<file path="config.mk">
export PLATFORM = sky130hd
export DESIGN_NAME = multiplexed_pwm_led_dimmer_unit
export DESIGN_NICKNAME = d
export VERILOG_FILES = /design/src/sv/mpld_pkg.sv /design/src/sv/mpld_ram.sv /design/src/sv/multiplexed_pwm_led_dimmer_unit.sv
export SDC_FILE = /design/constraint.sdc
export NUM_CORES = 1
export LEC_CHECK = 0
export BUFFER_PORTS_ARGS = -buffer_cell sky130_fd_sc_hd__buf_2
export CORE_AREA = 10 10 96 162
export CTS_CLUSTER_DIAMETER = 120
export DETAILED_ROUTE_END_ITERATION = 10
export DIE_AREA = 0 0 106 172
export PLACE_DENSITY = 0.79
export SYNTH_ARGS = -nofsm -noshare
export SYNTH_HDL_FRONTEND = slang
export SYNTH_SLANG_ARGS = --single-unit
</file>
<file path="constraint.sdc">
create_clock -name aclk -period 3.6 [get_ports aclk]
set_input_delay 0.72 -clock aclk [delete_from_list [all_inputs] [get_ports aclk]]
set_output_delay 0.72 -clock aclk [all_outputs]
set_load 0.01 [all_outputs]
</file>
<file path="src/sv/mpld_pkg.sv">
// Package for the multiplexed PWM LED dimmer: item modes, parameter defaults,
// scan tables and the charlieplex line decode.
// No dependencies; the top level and the testbench import it.
`default_nettype none

package mpld_pkg;

    // Parameter defaults for the top level
    localparam int DEF_NUM_LEDS = 16;
    localparam int DEF_LEVELS   = 16;
    localparam int DEF_ROWS     = 6;
    localparam int DEF_PHASES   = 96;

    // Fixed sizes
    localparam int MAX_LEDS    = 16;
    localparam int LEVEL_W     = 5;
    localparam int SLOT_COUNT  = 6;
    localparam int SLOT_AW     = 3;
    localparam int SLOT_W      = 3;
    localparam int LINE_W      = 3;
    localparam int ROW_TAB_W   = 4;
    localparam int COL_TAB_W   = 8;
    localparam int IN_DATA_W   = 16;
    localparam int IN_USER_W   = 2;
    localparam int OUT_DATA_W  = 24;

    typedef enum logic [1:0] {
        MODE_TICK      = 2'd0,
        MODE_SET_LEVEL = 2'd1,
        MODE_SET_SLOT  = 2'd2,
        MODE_CLEAR     = 2'd3
    } mode_t;

    typedef struct packed {
        logic [LINE_W-1:0] high;
        logic [LINE_W-1:0] enable;
    } lines_t;

    // Scrambled column order across one PWM frame
    localparam logic [3:0] COL_ORDER [MAX_LEDS] = '{
        4'd0, 4'd8, 4'd4, 4'd12, 4'd1, 4'd9, 4'd5, 4'd13,
        4'd2, 4'd10, 4'd6, 4'd14, 4'd3, 4'd7, 4'd11, 4'd15
    };

    // Fixed scan row of each direct LED
    localparam logic [ROW_TAB_W-1:0] LED_ROW [MAX_LEDS] = '{
        4'd0, 4'd1, 4'd2, 4'd3, 4'd4, 4'd5, 4'd3, 4'd4,
        4'd5, 4'd0, 4'd1, 4'd2, 4'd0, 4'd2, 4'd3, 4'd5
    };

    // Position of a column in the scrambled order; MAX_LEDS when absent
    function automatic logic [LEVEL_W-1:0] col_rank(input logic [COL_TAB_W-1:0] col);
        logic [LEVEL_W-1:0] rank;
        rank = LEVEL_W'(MAX_LEDS);
        for (int i = 0; i < MAX_LEDS; i++) begin
            if (col == COL_TAB_W'(COL_ORDER[i])) begin
                rank = LEVEL_W'(i);
            end
        end
        return rank;
    endfunction

    // Charlieplex LED number to line enable and drive-high bits
    function automatic lines_t charlie_decode(input logic [SLOT_W-1:0] v);
        lines_t l;
        unique case (v)
            3'd1:    begin l.enable = 3'b011; l.high = 3'b001; end
            3'd2:    begin l.enable = 3'b011; l.high = 3'b010; end
            3'd3:    begin l.enable = 3'b110; l.high = 3'b010; end
            3'd4:    begin l.enable = 3'b110; l.high = 3'b100; end
            3'd5:    begin l.enable = 3'b101; l.high = 3'b001; end
            3'd6:    begin l.enable = 3'b101; l.high = 3'b100; end
            default: begin l.enable = 3'b000; l.high = 3'b000; end
        endcase
        return l;
    endfunction

endpackage

`default_nettype wire

</file>
<file path="src/sv/mpld_ram.sv">
// Generic single-clock RAM: one write port, one read port, registered read.
// No dependencies.
`default_nettype none

module mpld_ram #(
    parameter int WIDTH = 8,
    parameter int DEPTH = 8
) (
    input  wire logic                     aclk,
    input  wire logic                     wr_en,
    input  wire logic [$clog2(DEPTH)-1:0] wr_addr,
    input  wire logic [WIDTH-1:0]         wr_data,
    input  wire logic                     rd_en,
    input  wire logic [$clog2(DEPTH)-1:0] rd_addr,
    output logic      [WIDTH-1:0]         rd_data
);

    logic [WIDTH-1:0] mem [DEPTH];

    always_ff @(posedge aclk) begin
        if (wr_en) begin
            mem[wr_addr] <= wr_data;
        end
        if (rd_en) begin
            rd_data <= mem[rd_addr];
        end
    end

endmodule

`default_nettype wire

</file>
<file path="src/sv/multiplexed_pwm_led_dimmer_unit.sv">
// Top level of the multiplexed PWM LED dimmer: level store, scan counters,
// charlie slot RAM and the result stage. Uses mpld_pkg and mpld_ram.
`default_nettype none

// Channel  Dir  Width        Contents
// s_       in   tdata 16     led_index, level, slot_index, slot_value
//               tuser 2      mode (tick, set level, set slot, clear all)
// m_       out  tdata 24     led_on, line_enable, line_high (ticks only)
//
// One item per cycle is taken; a tick's result appears in the cycle after its
// transfer, out of the result register and the slot RAM's read register.
// Level, slot and clear items finish in the cycle of their transfer and
// give no result. A stalled result holds the input off until it is taken.
// aresetn (synchronous) zeroes levels, slot valid bits, phase, row, column,
// slot pointer and result valid; the slot RAM itself needs no clearing pass.

module multiplexed_pwm_led_dimmer_unit #(
    parameter int NUM_LEDS = mpld_pkg::DEF_NUM_LEDS,
    parameter int LEVELS   = mpld_pkg::DEF_LEVELS,
    parameter int ROWS     = mpld_pkg::DEF_ROWS,
    parameter int PHASES   = mpld_pkg::DEF_PHASES
) (
    input  wire logic                              aclk,
    input  wire logic                              aresetn,
    input  wire logic                              s_tvalid,
    output logic                                   s_tready,
    // [3:0] led_index, [8:4] level, [11:9] slot_index, [14:12] slot_value
    input  wire logic [mpld_pkg::IN_DATA_W-1:0]    s_tdata,
    // [1:0] mode
    input  wire logic [mpld_pkg::IN_USER_W-1:0]    s_tuser,
    output logic                                   m_tvalid,
    input  wire logic                              m_tready,
    // [15:0] led_on, [18:16] line_enable, [21:19] line_high
    output logic      [mpld_pkg::OUT_DATA_W-1:0]   m_tdata
);

    import mpld_pkg::*;

    localparam int PHASE_W = $clog2(PHASES);
    localparam int ROW_W   = $clog2(ROWS + 1);
    localparam int COL_W   = $clog2(PHASES / ROWS + 1);

    // Input fields
    mode_t              in_mode;
    logic [3:0]         in_led_index;
    logic [LEVEL_W-1:0] in_level;
    logic [SLOT_AW-1:0] in_slot_index;
    logic [SLOT_W-1:0]  in_slot_value;

    assign in_mode       = mode_t'(s_tuser[1:0]);
    assign in_led_index  = s_tdata[3:0];
    assign in_level      = s_tdata[8:4];
    assign in_slot_index = s_tdata[11:9];
    assign in_slot_value = s_tdata[14:12];

    // State
    logic [LEVEL_W-1:0]    level_reg     [NUM_LEDS];
    logic [LEVEL_W-1:0]    level_next    [NUM_LEDS];
    logic [SLOT_COUNT-1:0] slot_vld_reg, slot_vld_next;
    logic [PHASE_W-1:0]    phase_reg, phase_next;
    logic [ROW_W-1:0]      row_reg, row_next;
    logic [COL_W-1:0]      col_reg, col_next;
    logic [SLOT_AW-1:0]    sp_reg, sp_next;

    // Result stage
    logic                  res_vld_reg, res_vld_next;
    logic [MAX_LEDS-1:0]   res_leds_reg, res_leds_next;
    logic                  res_slot_ok_reg, res_slot_ok_next;

    logic                  accept;
    logic                  tick;
    logic                  ram_wr_en;
    logic [SLOT_W-1:0]     ram_rd_data;
    logic [MAX_LEDS-1:0]   lit;
    logic [LEVEL_W-1:0]    rank;
    lines_t                lines;

    // Take a new item whenever the result stage is empty or drains this cycle
    assign s_tready = !res_vld_reg || m_tready;
    assign accept   = s_tvalid && s_tready;
    assign tick     = accept && (in_mode == MODE_TICK);
    assign ram_wr_en = accept && (in_mode == MODE_SET_SLOT)
                       && (in_slot_index < SLOT_AW'(SLOT_COUNT));

    // LED n is lit when the current row is its row and the column's place
    // in the scrambled order is below its level
    assign rank = col_rank(COL_TAB_W'(col_reg));

    always_comb begin
        lit = '0;
        for (int n = 0; n < NUM_LEDS; n++) begin
            lit[n] = (ROW_TAB_W'(row_reg) == LED_ROW[n]) && (rank < level_reg[n]);
        end
    end

    // Item decode: level writes, slot valid bits, clear all, counter advance
    always_comb begin
        level_next    = level_reg;
        slot_vld_next = slot_vld_reg;
        phase_next    = phase_reg;
        row_next      = row_reg;
        col_next      = col_reg;
        sp_next       = sp_reg;
        if (accept) begin
            unique case (in_mode)
                MODE_SET_LEVEL: begin
                    for (int n = 0; n < NUM_LEDS; n++) begin
                        if (in_led_index == 4'(n)) begin
                            level_next[n] = (in_level > LEVEL_W'(LEVELS)) ?
                                            LEVEL_W'(LEVELS) : in_level;
                        end
                    end
                end
                MODE_SET_SLOT: begin
                    if (ram_wr_en) begin
                        slot_vld_next[in_slot_index] = 1'b1;
                    end
                end
                MODE_CLEAR: begin
                    for (int n = 0; n < NUM_LEDS; n++) begin
                        level_next[n] = '0;
                    end
                    slot_vld_next = '0;
                end
                MODE_TICK: begin
                    // Advance phase with its row and column split kept alongside
                    if (phase_reg == PHASE_W'(PHASES - 1)) begin
                        phase_next = '0;
                        row_next   = '0;
                        col_next   = '0;
                    end else begin
                        phase_next = phase_reg + 1'b1;
                        if (row_reg == ROW_W'(ROWS - 1)) begin
                            row_next = '0;
                            col_next = col_reg + 1'b1;
                        end else begin
                            row_next = row_reg + 1'b1;
                        end
                    end
                    sp_next = (sp_reg == SLOT_AW'(SLOT_COUNT - 1)) ? '0 : sp_reg + 1'b1;
                end
                default: begin
                end
            endcase
        end
    end

    // Load the result stage on a tick; drop it once the sink takes it
    always_comb begin
        res_vld_next     = res_vld_reg;
        res_leds_next    = res_leds_reg;
        res_slot_ok_next = res_slot_ok_reg;
        if (tick) begin
            res_vld_next     = 1'b1;
            res_leds_next    = lit;
            res_slot_ok_next = slot_vld_reg[sp_reg];
        end else if (m_tready) begin
            res_vld_next = 1'b0;
        end
    end

    always_ff @(posedge aclk) begin
        if (!aresetn) begin
            for (int n = 0; n < NUM_LEDS; n++) begin
                level_reg[n] <= '0;
            end
            slot_vld_reg <= '0;
            phase_reg    <= '0;
            row_reg      <= '0;
            col_reg      <= '0;
            sp_reg       <= '0;
            res_vld_reg  <= 1'b0;
        end else begin
            level_reg    <= level_next;
            slot_vld_reg <= slot_vld_next;
            phase_reg    <= phase_next;
            row_reg      <= row_next;
            col_reg      <= col_next;
            sp_reg       <= sp_next;
            res_vld_reg  <= res_vld_next;
        end
    end

    always_ff @(posedge aclk) begin
        res_leds_reg    <= res_leds_next;
        res_slot_ok_reg <= res_slot_ok_next;
    end

    // Charlie slot store. A tick reads under the slot pointer; the read
    // register holds while the result stalls, since no other tick is taken.
    // Only one item per cycle, so a read and a write never meet in a cycle.
    mpld_ram #(
        .WIDTH (SLOT_W),
        .DEPTH (SLOT_COUNT)
    ) u_slot_ram (
        .aclk    (aclk),
        .wr_en   (ram_wr_en),
        .wr_addr (in_slot_index),
        .wr_data (in_slot_value),
        .rd_en   (tick),
        .rd_addr (sp_reg),
        .rd_data (ram_rd_data)
    );

    // An entry never written since reset or clear reads as all lines off
    assign lines = charlie_decode(res_slot_ok_reg ? ram_rd_data : '0);

    assign m_tvalid = res_vld_reg;
    assign m_tdata  = {2'b00, lines.high, lines.enable, res_leds_reg};

endmodule

`default_nettype wire

</file>
Yosys cells after proc, flatten, opt, wreduce, memory -nomap -nowiden
Memories as Yosys holds them, arrays and structs flattened. A register that Yosys moved wholly into a read port is not among the register bits.
Cells that the tools add are included.

storage, ports and cells
  input bits = 22
  output and inout port bits = 26
  memories kept = 1
  RAM bits = 18
  logic and storage cells = 216
  flip-flop bits (word level) = 122

cells by class
  reductions and logical operators = 50
  $add $sub $neg = 4
  equality and inequality tests = 63
  bitwise gates (word level) = 1
  multiplexer cells = 52
  magnitude comparators = 21

memory list
  name            words  width  read ports  clocked after memory_dff  write ports  line            text
  u_slot_ram.mem  6      3      1           1                         1            mpld_ram.sv:18  logic [WIDTH-1:0] mem [DEPTH];

operators by type and width
  kind                                                                           count
  5-bit two-way mux                                                              35
  80-bit case mux with 2 select lines                                            1
  5-bit less-than comparator                                                     16
  3-bit AND reduction                                                            18
  5-bit by 4-bit == test with 1-bit output (second input constant)               8
  6-bit case mux with 6 select lines                                             1
  2-bit != test (second input constant)                                          17
  4-bit == test (second input constant)                                          8
  1-bit logical AND                                                              21
  5-bit by 3-bit == test with 1-bit output (second input constant)               4
  3-bit == test (second input constant)                                          6
  4-bit by 3-bit == test with 1-bit output (second input constant)               4
  3-bit by 2-bit == test with 1-bit output (second input constant)               4
  3-bit two-way mux                                                              4
  6-bit case mux with 2 select lines                                             1
  5-bit by 2-bit == test with 1-bit output (second input constant)               2
  4-bit by 2-bit == test with 1-bit output (second input constant)               2
  3-bit by 4-bit less-than comparator with 1-bit output (second input constant)  2
  2-bit nonzero test                                                             4
  7-bit by 1-bit adder with 7-bit output (second input constant)                 1
  7-bit == test (second input constant)                                          1
  7-bit two-way mux                                                              1
  3-bit by 1-bit adder with 3-bit output (second input constant)                 2
  3-bit by 1-bit == test with 1-bit output (second input constant)               2
  20 further kinds                                                               26

Depth between registers and ports, before layout
Gate-level depths: netlist of run 1.

  depth in word-level cells = 19
  gate-level depth with buffers = 11
  gate-level depth less buffers = 11

Cells and area by module
From an unflattened synthesis of run 1, not the netlist that was laid out.

second synthesis, totals
  cells, all modules = 783
  area, all modules = 7709.9 um^2

modules (own cells, without submodules)
  module                           area an instance (um^2)  cells each  times used  sequential area each (um^2)
  multiplexed_pwm_led_dimmer_unit  6877.8                   734         1           2612.5
  mpld_ram                         832.0                    49          1           630.6

Worst setup path after synthesis of run 1
OpenSTA, ideal clock, no wires.

  path type = register to register
  from = register col_reg[0]
  to = register res_leds_reg[14] (data pin)
  buffers on the path = 0
  setup time = 0.262 ns
  path slack = 0.757 ns
  data arrival time = 2.581 ns
  stages on the path, launching flop included = 12
  data required time = 3.338 ns
  clock period less this slack = 2.843 ns
  path through = dfxtp_1 > ha_1 > inv_1 > nor2_1 > ha_1 > a21oi_1 > o21ai_0 > ha_1 > nand2_1 > and3_1 > a221oi_1 > nor2_1

on the way
  longest elaborated chain between the ends = 19
  elaborated cells on any way between the ends = 34
  classes of those cells = order compare (1); eq/ne (15); mux (16); reduce/logical (2)

RTL lines
  what                              line                                    text
  start, declared                   multiplexed_pwm_led_dimmer_unit.sv:62   logic [COL_W-1:0] col_reg, col_next;
  start signal, assigned            multiplexed_pwm_led_dimmer_unit.sv:178  col_reg <= col_next;
  5-bit logical NOT                 mpld_pkg.sv:56                          if (col == COL_TAB_W'(COL_ORDER[i])) begin
  5-bit two-way mux (15 in series)  mpld_pkg.sv:56
  5-bit two-way mux *               mpld_pkg.sv:56
  5-bit less-than comparator *      multiplexed_pwm_led_dimmer_unit.sv:92   lit[n] = (ROW_TAB_W'(row_reg) == LED_ROW[n]) && (rank < level_reg[n]);
  1-bit logical AND *               multiplexed_pwm_led_dimmer_unit.sv:92
  via lit[14]                       multiplexed_pwm_led_dimmer_unit.sv:74   logic [MAX_LEDS-1:0] lit;
  end signal, assigned              multiplexed_pwm_led_dimmer_unit.sv:185  res_leds_reg <= res_leds_next;
  end, declared                     multiplexed_pwm_led_dimmer_unit.sv:67   logic [MAX_LEDS-1:0] res_leds_reg, res_leds_next;

The timed path passes the listed nets; every way through them passes the cells marked *.
A chain may end at the register's enable or synchronous reset.

Final worst setup path of run 1
  from = register col_reg[1]
  to = register res_leds_reg[5] (data pin)

Same word-level chain as after synthesis.

==> metrics, run 1 <==
run status=complete, no violations; CTS resizes=0; Most used DFF post-synth=dfxtp_1; met2 Usage GRT=0.380; maximum VDD drop=0.327 mV; DR iter-0 viols=400; Global Route met1 Usage=0.211; Rel. slew slack=0.388; fill count=981; final net count=891; Synth Area in Adders=0.0974; DRT Pass-1 Iters=4; Mean Syn Cell Area=9.87 µm²; max-slew violation count=0; Reg area=0.00324 mm²; critical path endpoint category=register; main combinational cell family by area after synthesis=simple AND/OR/NAND/NOR gates; Via density=6.00; Mapped Area=0.00771 mm²; ant diodes=0; Setup TNS Final=0 ns; Setup Skew=0.00871 ns; CP Max Fanout=16; Synth area leader=dfxtp_1; synth top area cells=dfxtp_1 (27%), edfxtp_1 (15%), mux2i_1 (11%); number of buffers created by CTS=17; DP Worst Slack=0.864 ns; Synth cell types=52; PD cells=422 mW/mm²; GRT overflow=0; WL per Instance=18.5 µm; Die Footprint=0.0182 mm²; placed instance area=0.00800 mm²; Port Buffers=44; worst reg2reg startpoint=col_reg[1]; Max Cap Viol=0; Peak Freq=361 MHz; CTS Hold Bufs=0; fraction of layout cells with a size suffix above 1=0.148; initial antenna violation count=0; Static Leak=3.64 nW; number of global-route vias before repair=6138; Tot GR Track Use=0.205; Most Used Layer, Global Route=met2; register area share after synthesis=0.421; Mapped Cells=781; worst-case clock buffer depth=2; count of antenna-violating nets left after detailed routing=0; unrepaired setup endpoints after global routing=no; CP required=3.76 ns; # IOs=48; Worst R2R Setup Slack=0.83 ns; Tmin final=2.77 ns; Die W=106 µm; met3 Usage GRT=0.0440; die extent in y=172 µm; core box area=0.0128 mm²; DRC Markers=0; slew at the pin closest to its max-slew limit=0.918 ns; yosys warns=0; CTS clk-pin slew, worst paths=0.06 ns; multi-input logic area=0.00400 mm²; Final Hold Fails=0; post-synthesis simple-gate area fraction=0.151; CTS tree=yes; multiplexer share of the synthesized area=0.125; setup ws final=0.826 ns; Core Rows=55; post-synthesis compound-gate area fraction=0.141; total number of vias=5958; Post-synth ARST share=0; max reg flops=80; first-pass GRT wire length=29.8 mm; final worst-path cycle share=0.770; xor/xnor cell area share of the yosys netlist=0.00454; cell area after layout=0.00854 mm²; clock sink total=143; Setup Crit Path Kind=register to register; Seq cells post-synth=143; worst r2r dst=res_leds_reg[5]; H-tree Lvls=4; total wire length=18.4 mm; crit path to=res_leds_reg[5]; reg2reg path depth=12; top cell type's share of synthesized area=0.273; routability congestion estimate=0.874; Critical Path AT=2.94 ns; number of synthesized flops with an enable pin=38; setup bufs post-CTS=0; P&R area growth vs syn=10.8%; Final HPWL DP=12.3 mm; crit path launch=col_reg[1]; Core Util, Final=0.668; Setup Viol. Count Final=0; largest net degree at the start of global routing=39; Worst Hold Class=register to register; critical path launch point type=register; Worst-Skew Late Latency=0.42 ns; Starting Density=0.602; CTS Root Cell=clkbuf_16
[through the flow]
| step | power (mW) | cells | hold WS (ns) |
|---|---|---|---|
| after floorplan | 1.93 | 782 | 0.435 |
| after global routing | 3.72 | 993 | 0.495 |
| after detailed placement | 2.01 | 961 | 0.456 |
| final | 3.61 | 993 | 0.472 |
| after global placement | 1.99 | 961 | 0.444 |
| after CTS | 3.62 | 993 | 0.474 |
[power breakdown]
| group | leakage [nW] | total (mW) | switching [mW] | internal [mW] |
|---|---|---|---|---|
| Sequential | 1.20 | 1.70 | 0.0206 | 1.68 |
| Combinational | 2.19 | 0.275 | 0.171 | 0.104 |
| Clock | 0.254 | 1.63 | 0.685 | 0.945 |
| Total | 3.64 | 3.61 | 0.877 | 2.73 |
[synth_stat cells, types with 2 or more instances]
master and count:
nor2_1 130, dfxtp_1 105, mux2i_1 85, inv_1 63
ha_1 60, edfxtp_1 38, o21ai_0 37, nand2_1 28
a21oi_1 23, clkbuf_1 23, buf_2 19, and3_1 16
o2111ai_2 15, o2bb2ai_1 14, a221oi_2 12, nand3_1 10
nor3_1 9, nand4_1 7, o21a_1 7, nor4bb_1 6
and2_1 5, and4b_1 4, mux4_2 4, nor4b_1 4
o2111ai_1 4, o31ai_1 4, or3_1 4, or4_1 4
xnor2_1 4, a21o_1 3, buf_6 3, nor2b_1 3
nor4_1 3, a221oi_1 2, a311oi_1 2, and3b_1 2
buf_4 2, mux2_2 2, nand2b_1 2
[layout make-up]
| class | instances | share of cell area |
|---|---|---|
| Clock buffer | 18 | 0.0502 |
| Clock inverter | 14 | 0.0136 |
| Inverter | 63 | 0.0277 |
| Multi-Input combinational cell | 529 | 0.468 |
| Sequential cell | 143 | 0.380 |
| Tap cell | 171 | 0.0250 |
| Timing Repair Buffer | 55 | 0.0354 |
[kinds of logic (layout without fill, tap and decap cells)]
group | after synthesis | in the layout
AND/OR/NAND/NOR | 241 | 241
adder cells (fa/ha/maj) | 60 | 60
multiplexers | 91 | 91
flip-flops | 143 | 143
buffers and inverters | 110 | 150
XOR/XNOR | 4 | 4
AO/OA/AOI/OAI | 131 | 131
other | 1 | 2
[critical path: stages (launching register included)]
cell      delay [ns]
dfxtp_1         0.40
ha_1            0.26
inv_1           0.09
nor2_1          0.12
ha_1            0.31
a21oi_1         0.09
o21ai_1         0.10
buf_4           0.31
ha_1            0.21
nor2_1          0.05
and3_1          0.20
a221oi_2        0.25
nor2_1          0.10
[how the worst min path moves through the flow]
stage / slack (ns) / endpoint / cells after the start / startpoint
6_report: 0.47 / slot_vld_reg[4] / 1 / slot_vld_reg[4]
5_1_grt: 0.50 / slot_vld_reg[4] / 1 / slot_vld_reg[4]
4_1_cts: 0.47 / slot_vld_reg[4] / 1 / slot_vld_reg[4]
3_5_place_dp: 0.46 / slot_vld_reg[2] / 1 / slot_vld_reg[2]
3_3_place_gp: 0.44 / slot_vld_reg[4] / 1 / slot_vld_reg[4]
2_1_floorplan: 0.44 / slot_vld_reg[4] / 1 / slot_vld_reg[4]
[metal layers]
| metal | part of all wire | vias to the layer above |
|---|---|---|
| met5 | 0 | - |
| met4 | 0.035 | 0 |
| met3 | 0.048 | 54 |
| met2 | 0.53 | 177 |
| met1 | 0.38 | 2879 |
| li1 | - | 2848 |
[placed cells by master, fill, tap and decap left out, types with 4 or more instances in the layout]
cell,n
nor2_1,130
dfxtp_1,105
mux2i_1,85
inv_1,62
ha_1,60
buf_2,44
edfxtp_1,38
o21ai_0,35
nand2_1,28
a21oi_1,23
clkbuf_16,17
and3_1,16
o2111ai_2,15
o2bb2ai_1,14
a221oi_2,12
buf_4,11
nand3_1,10
nor3_1,9
o21a_1,7
nand4_1,7
nor4bb_1,6
and2_1,5
clkinvlp_4,5
mux4_2,4
or3_1,4
o2111ai_1,4
and4b_1,4
nor4b_1,4
o31ai_1,4
or4_1,4
xnor2_1,4
Note: power is estimated with default switching activity, not from simulation.
==> inputs of run 2 (changes only) <==
- CORE_AREA: 10 10 96 162 -> 10 10 101 170
- DIE_AREA: 0 0 106 172 -> 0 0 111 180
- PLACE_DENSITY: 0.79 -> 0.75
- clock period: 3.6 -> 2.25 ns (I/O delays scaled with it)
==> run 2 against run 1 <==
  * The flow now finishes with violations (setup timing)
  * Non-clock buffer count is 38 higher
  * Final area is 15% higher
  * Sequential share of layout area is 4.8 points lower
  * Die area is 9.6% higher
  * Hold slack worse by 0.18 ns
  * Flip-flop and latch count unchanged
  * Maximum frequency rose by 12%
  * Power up 66%
  * Clock-buffer cell count down 1
  * Critical path depth did not move
  * Register-to-register slack got worse by 1.1 ns
  * Critical endpoint is now res_leds_reg[8]
==> metrics, run 2 (synthesis gave the netlist of run 1 again) <==
run status=finished, violations left; failing checks=setup timing; CTS clk-pin slew, worst paths=0.07 ns; most common cell after layout, fill and taps aside=nor2_1; cell family with the largest share of critical-path delay=compound AO/OA/AOI/OAI gates; Setup Skew=0.0123 ns; PD cells=611 mW/mm²; Tot GR Track Use=0.211; number of buffers and inverters on the critical path=2; DRT Pass-1 Iters=5; final net count=931; Tmin final=2.49 ns; total power=5.98 mW; number of buffers created by CTS=17; DR iter-0 viols=488; ant diodes=0; CTS Root Cell=clkbuf_16; WL met3=1.29 mm; worst stage delay on the critical path=0.37 ns; routability congestion estimate=0.833; initial antenna violation count=0; max reg flops=80; clock sink total=143; DR top layer=met4; worst r2r dst=res_leds_reg[8]; Max Cap Viol=0; Critical Path, Cell by Cell=ha_4, inv_4, nor2_4, ha_4, a21oi_4, o21ai_4, buf_12, ha_4, a21o_1, a21oi_4, o2111ai_2, nand3_2; first-pass GRT wire length=34.1 mm; total number of vias=6440; slew at the pin closest to its max-slew limit=0.685 ns; Worst-Skew Late Latency=0.43 ns; Core Rows=58; Static Leak=3.98 nW; number of global-route vias before repair=6581; CP required=2.53 ns; critical path launch point type=register; reg2reg path depth=12; Final HPWL DP=13.0 mm; WL per Instance=21.7 µm; critical path depth=12; Worst R2R Setup Slack=-0.24 ns; Peak Freq=402 MHz; worst-case clock buffer depth=2; Core Util, Final=0.685; DP Worst Slack=-0.284 ns; commonest non-fill, non-tap cells in the layout=nor2_1 (127), dfxtp_1 (103), mux2i_1 (84); DRC Markers=0; Critical Path AT=2.77 ns; CTS tree=yes; die extent in y=180 µm; crit path launch=col_reg[0]; Rel. slew slack=0.540; core box area=0.0143 mm²; fill count=970; Worst Hold Class=primary input to register; slowest cell on the critical path=dfxtp_4; multi-input logic area=0.00476 mm²; Port Buffers=44; Setup Crit Path Kind=register to register; crit path to=res_leds_reg[8]; Via density=6.18; largest net degree at the start of global routing=54; GRT overflow=0; maximum VDD drop=0.423 mV; Reg area=0.00325 mm²; max-slew violation count=0; H-tree Lvls=4; critical path endpoint category=register; CP Max Fanout=8; setup ws final=-0.236 ns; fraction of layout cells with a size suffix above 1=0.298; Setup Viol. Count Final=16; M1 WL=8.19 mm; final worst-path cycle share=1.10; Die Footprint=0.0200 mm²; # IOs=48; count of antenna-violating nets left after detailed routing=0; P&R area growth vs syn=27.0%; metal2 WL=11.7 mm; Final Hold Fails=0; unrepaired setup endpoints after global routing=yes; worst reg2reg startpoint=col_reg[0]; most used cell, CP=ha_4; Die W=111 µm; Starting Density=0.539; total wire length=22.6 mm
==> run 2: cell types whose count changed in the layout (fill, tap and decap cells not counted), moves of 5 or more <==
cell / change
and3_4: +12
ha_1: -34
nand2_2: +7
buf_4: +23
buf_6: +7
ha_4: +32
nand2_1: -7
buf_12: +5
o21ai_0: -8
and3_1: -12
==> run 2: area by class of cell <==
| type | count | area share |
|---|---|---|
| clock buffers | 17 | 0.0434 |
| clock inverters | 15 | 0.0155 |
| inverters | 63 | 0.0247 |
| multi-input cells | 531 | 0.486 |
| flip-flops and latches | 143 | 0.332 |
| well taps | 180 | 0.0230 |
| repair buffers | 93 | 0.0750 |
==> run 2: through the flow <==
stage / TNS (ns) / instance area [µm²] / hold slack (ns) / cells
4_1_cts: -1.30 / 9540 / 0.283 / 1040
6_report: -2.24 / 9790 / 0.289 / 1042
5_1_grt: -3.20 / 9790 / 0.294 / 1042
3_5_place_dp: -4.10 / 8310 / 0.452 / 996
3_3_place_gp: -3.35 / 8310 / 0.443 / 996
2_1_floorplan: -0.0100 / 7760 / 0.435 / 782
==> run 2: repair_timing <==
item	CTS	global route
hold buffers	0	0
gates resized for setup	76	49
setup endpoints to repair	16	18
buffers inserted	8	2
gates cloned	5	0
endpoints found under the hold margin	0	0
pin swaps	54	48
==> run 2: per-layer routing <==
| layer | vias to the layer above | GRT usage |
|---|---|---|
| met5 | - | 0 |
| met4 | 0 | 0.139 |
| met3 | 103 | 0.0410 |
| met1 | 3119 | 0.216 |
| li1 | 2938 | - |
| met2 | 280 | 0.378 |
==> run 2: how the worst min path moves through the flow <==
stage,cells past startpoint,slack [ns],startpoint,to
after floorplan,1,0.44,slot_vld_reg[4],slot_vld_reg[4]
after global placement,1,0.44,slot_vld_reg[4],slot_vld_reg[4]
after detailed placement,1,0.45,slot_vld_reg[4],slot_vld_reg[4]
after CTS,1,0.28,s_tdata[14],u_slot_ram.mem[1][2]
after global routing,1,0.29,s_tdata[14],u_slot_ram.mem[5][2]
final,1,0.29,s_tdata[13],u_slot_ram.mem[0][1]
==> run 2: where the power goes <==
group          internal [mW]  switching, mW  leakage, nW
clock network           1.56           1.21        0.273
logic                  0.198          0.301         2.51
registers               2.68         0.0313         1.20
==> inputs of run 3 (changes only) <==
- CELL_PAD_IN_SITES_DETAIL_PLACEMENT: unset -> 1
- CELL_PAD_IN_SITES_GLOBAL_PLACEMENT: unset -> 1
- CORE_AREA: 10 10 101 170 -> 10 10 113 191
- DIE_AREA: 0 0 111 180 -> 0 0 123 201
- PLACE_DENSITY: 0.75 -> unset
- PLACE_DENSITY_LB_ADDON: unset -> 0.1
==> run 3 against run 2 <==
  * The run still ends with setup timing left
  * Combinational power grew 2%
  * Via count shrank 4.1%
  * First-iteration DRC count shrank 41%
  * Critical endpoint unchanged
  * Final area is essentially flat
  * Highest routed layer unchanged
  * Clock power is essentially flat
  * Largest power group unchanged
  * Power grew 0.55%
  * Die area grew 24%
  * Final cell count grew 6.0%
  * Largest cell class unchanged
  * Clock-buffer cell count is the same
==> metrics, run 3 (synthesis gave the netlist of run 1 again) <==
unrepaired setup endpoints after global routing=yes; Worst-Skew Late Latency=0.43 ns; most common cell after layout, fill and taps aside=nor2_1; CTS Root Cell=clkbuf_16; Setup Skew=0.00629 ns; worst-case clock buffer depth=2; CTS tree=yes; CTS clk-pin slew, worst paths=0.06 ns; Pint=4.51 mW; most used cell, CP=buf_4; maximum VDD drop=0.413 mV; die extent in y=201 µm; H-tree Lvls=4; Final Hold Fails=0; cell family with the largest share of critical-path delay=compound AO/OA/AOI/OAI gates; critical path endpoint category=register; Critical Path, Cell by Cell=buf_4, ha_4, buf_4, or4b_4, a311oi_1, o2111ai_2, nand3_1; total number of vias=6174; Worst R2R Setup Slack=-0.14 ns; CTS Hold Bufs=0; failing checks=setup timing; Max Cap Viol=0; Tmin final=2.39 ns; run status=finished, violations left; final net count=936; Final HPWL DP=15.3 mm; number of buffers created by CTS=17; # IOs=48; final worst-path cycle share=1.06; DRT Pass-1 Iters=4; Critical Path AT=2.69 ns; DR iter-0 viols=287; Die Footprint=0.0247 mm²; DP Worst Slack=-0.199 ns; slew at the pin closest to its max-slew limit=0.663 ns; Clock power frac=0.463; P&R area growth vs syn=27.1%; routability congestion estimate=0.791; commonest non-fill, non-tap cells in the layout=nor2_1 (129), dfxtp_1 (103), mux2i_1 (85); worst r2r dst=res_leds_reg[8]; critical path launch point type=register; reg2reg path depth=7; worst stage delay on the critical path=0.57 ns; count of antenna-violating nets left after detailed routing=0; Core Rows=66; Via density=5.59; largest net degree at the start of global routing=49; number of buffers and inverters on the critical path=2; Post-Route Hold Slack=0.273 ns; crit path launch=col_reg[0]; total wire length=23.2 mm; first-pass GRT wire length=36.7 mm; Peak Freq=419 MHz; max-slew violation count=0; PD cells=614 mW/mm²; ant diodes=0; WL per Instance=21.0 µm; Rel. slew slack=0.555; Port Buffers=44; part of the power in combinational logic=0.084; Static Leak=3.99 nW; GRT overflow=0; number of global-route vias before repair=6832; CP Max Fanout=4; NetSw=1.50 mW; critical path depth=7; sequential share of power=0.452; fraction of layout cells with a size suffix above 1=0.286; Setup TNS Final=-1.42 ns; Sw Share=0.250; hold worst-path end=u_slot_ram.mem[0][1]; Setup Viol. Count Final=16; DRC Markers=0; Hold Crit Depth=1; Starting Density=0.419; CP required=2.55 ns; slowest cell on the critical path=or4b_4; Tot GR Track Use=0.192; Setup Crit Path Kind=register to register; initial antenna violation count=0; Worst Hold Class=primary input to register; setup ws final=-0.139 ns; worst reg2reg startpoint=col_reg[0]; clock sink total=143; core box area=0.0184 mm²; Die W=123 µm; hold_sp=s_tdata[13]; max reg flops=80
## run 3: cell count changes in the layout (fill, tap and decap cells not counted), sizes merged
cell and change:
buf +7, inv -6, clkinv +4, a21o -1, bufinv +1, clkinvlp +1, o21ai -1
## run 3: worst register-to-register path, cell delays in order (launching register included)
cell	delay [ns]
dfxtp_4	0.36
buf_4	0.14
ha_4	0.17
buf_4	0.14
or4b_4	0.57
a311oi_1	0.57
o2111ai_2	0.20
nand3_1	0.11
## run 3: how the worst max path moves through the flow
stage / end / slack [ns]
floorplan: res_leds_reg[14] / -0.01
global placement: res_leds_reg[14] / -0.15
detailed placement: res_leds_reg[15] / -0.20
CTS: res_leds_reg[12] / -0.07
global route: res_leds_reg[8] / -0.21
finish: res_leds_reg[8] / -0.14
## run 3: per-layer routing
layer	vias up	part of all wire	track usage
met3	37	0.022	0.0389
met4	0	0.025	0.0673
met2	75	0.56	0.354
met5	-	0	0
li1	2946	-	-
met1	3116	0.39	0.207
## run 3: layout make-up
class	count	area (µm²)
fill	1997	8610
clock inverter	15	145
clock buffer	17	425
sequential	143	3250
inverter	63	239
multi-input combinational	529	4630
timing repair buffer	100	810
tap	238	298
## run 3: power by group through the flow
stage / combinational [mW] / sequential (mW) / clock (mW)
2_1_floorplan: 0.322 / 2.77 / 0
5_1_grt: 0.555 / 2.72 / 2.96
3_5_place_dp: 0.487 / 2.78 / 0
3_3_place_gp: 0.468 / 2.77 / 0
6_report: 0.507 / 2.72 / 2.79
4_1_cts: 0.504 / 2.72 / 2.85
## run 3: timing repair
item / in CTS / in global routing
pin swaps: 59 / 16
resized for setup: 81 / 23
endpoints found under the setup margin: 16 / 18
setup buffers: 5 / 4
gates cloned: 2 / 0
## run 3: stage by stage
step | instance area (µm²) | total power, mW | instances | util
after CTS | 9680 | 6.07 | 1101 | 0.526
after global placement | 8500 | 3.24 | 1062 | 0.462
after detailed placement | 8500 | 3.26 | 1062 | 0.462
after floorplan | 7760 | 3.09 | 782 | -
final | 9800 | 6.01 | 1105 | 0.532
after global routing | 9800 | 6.24 | 1105 | 0.532
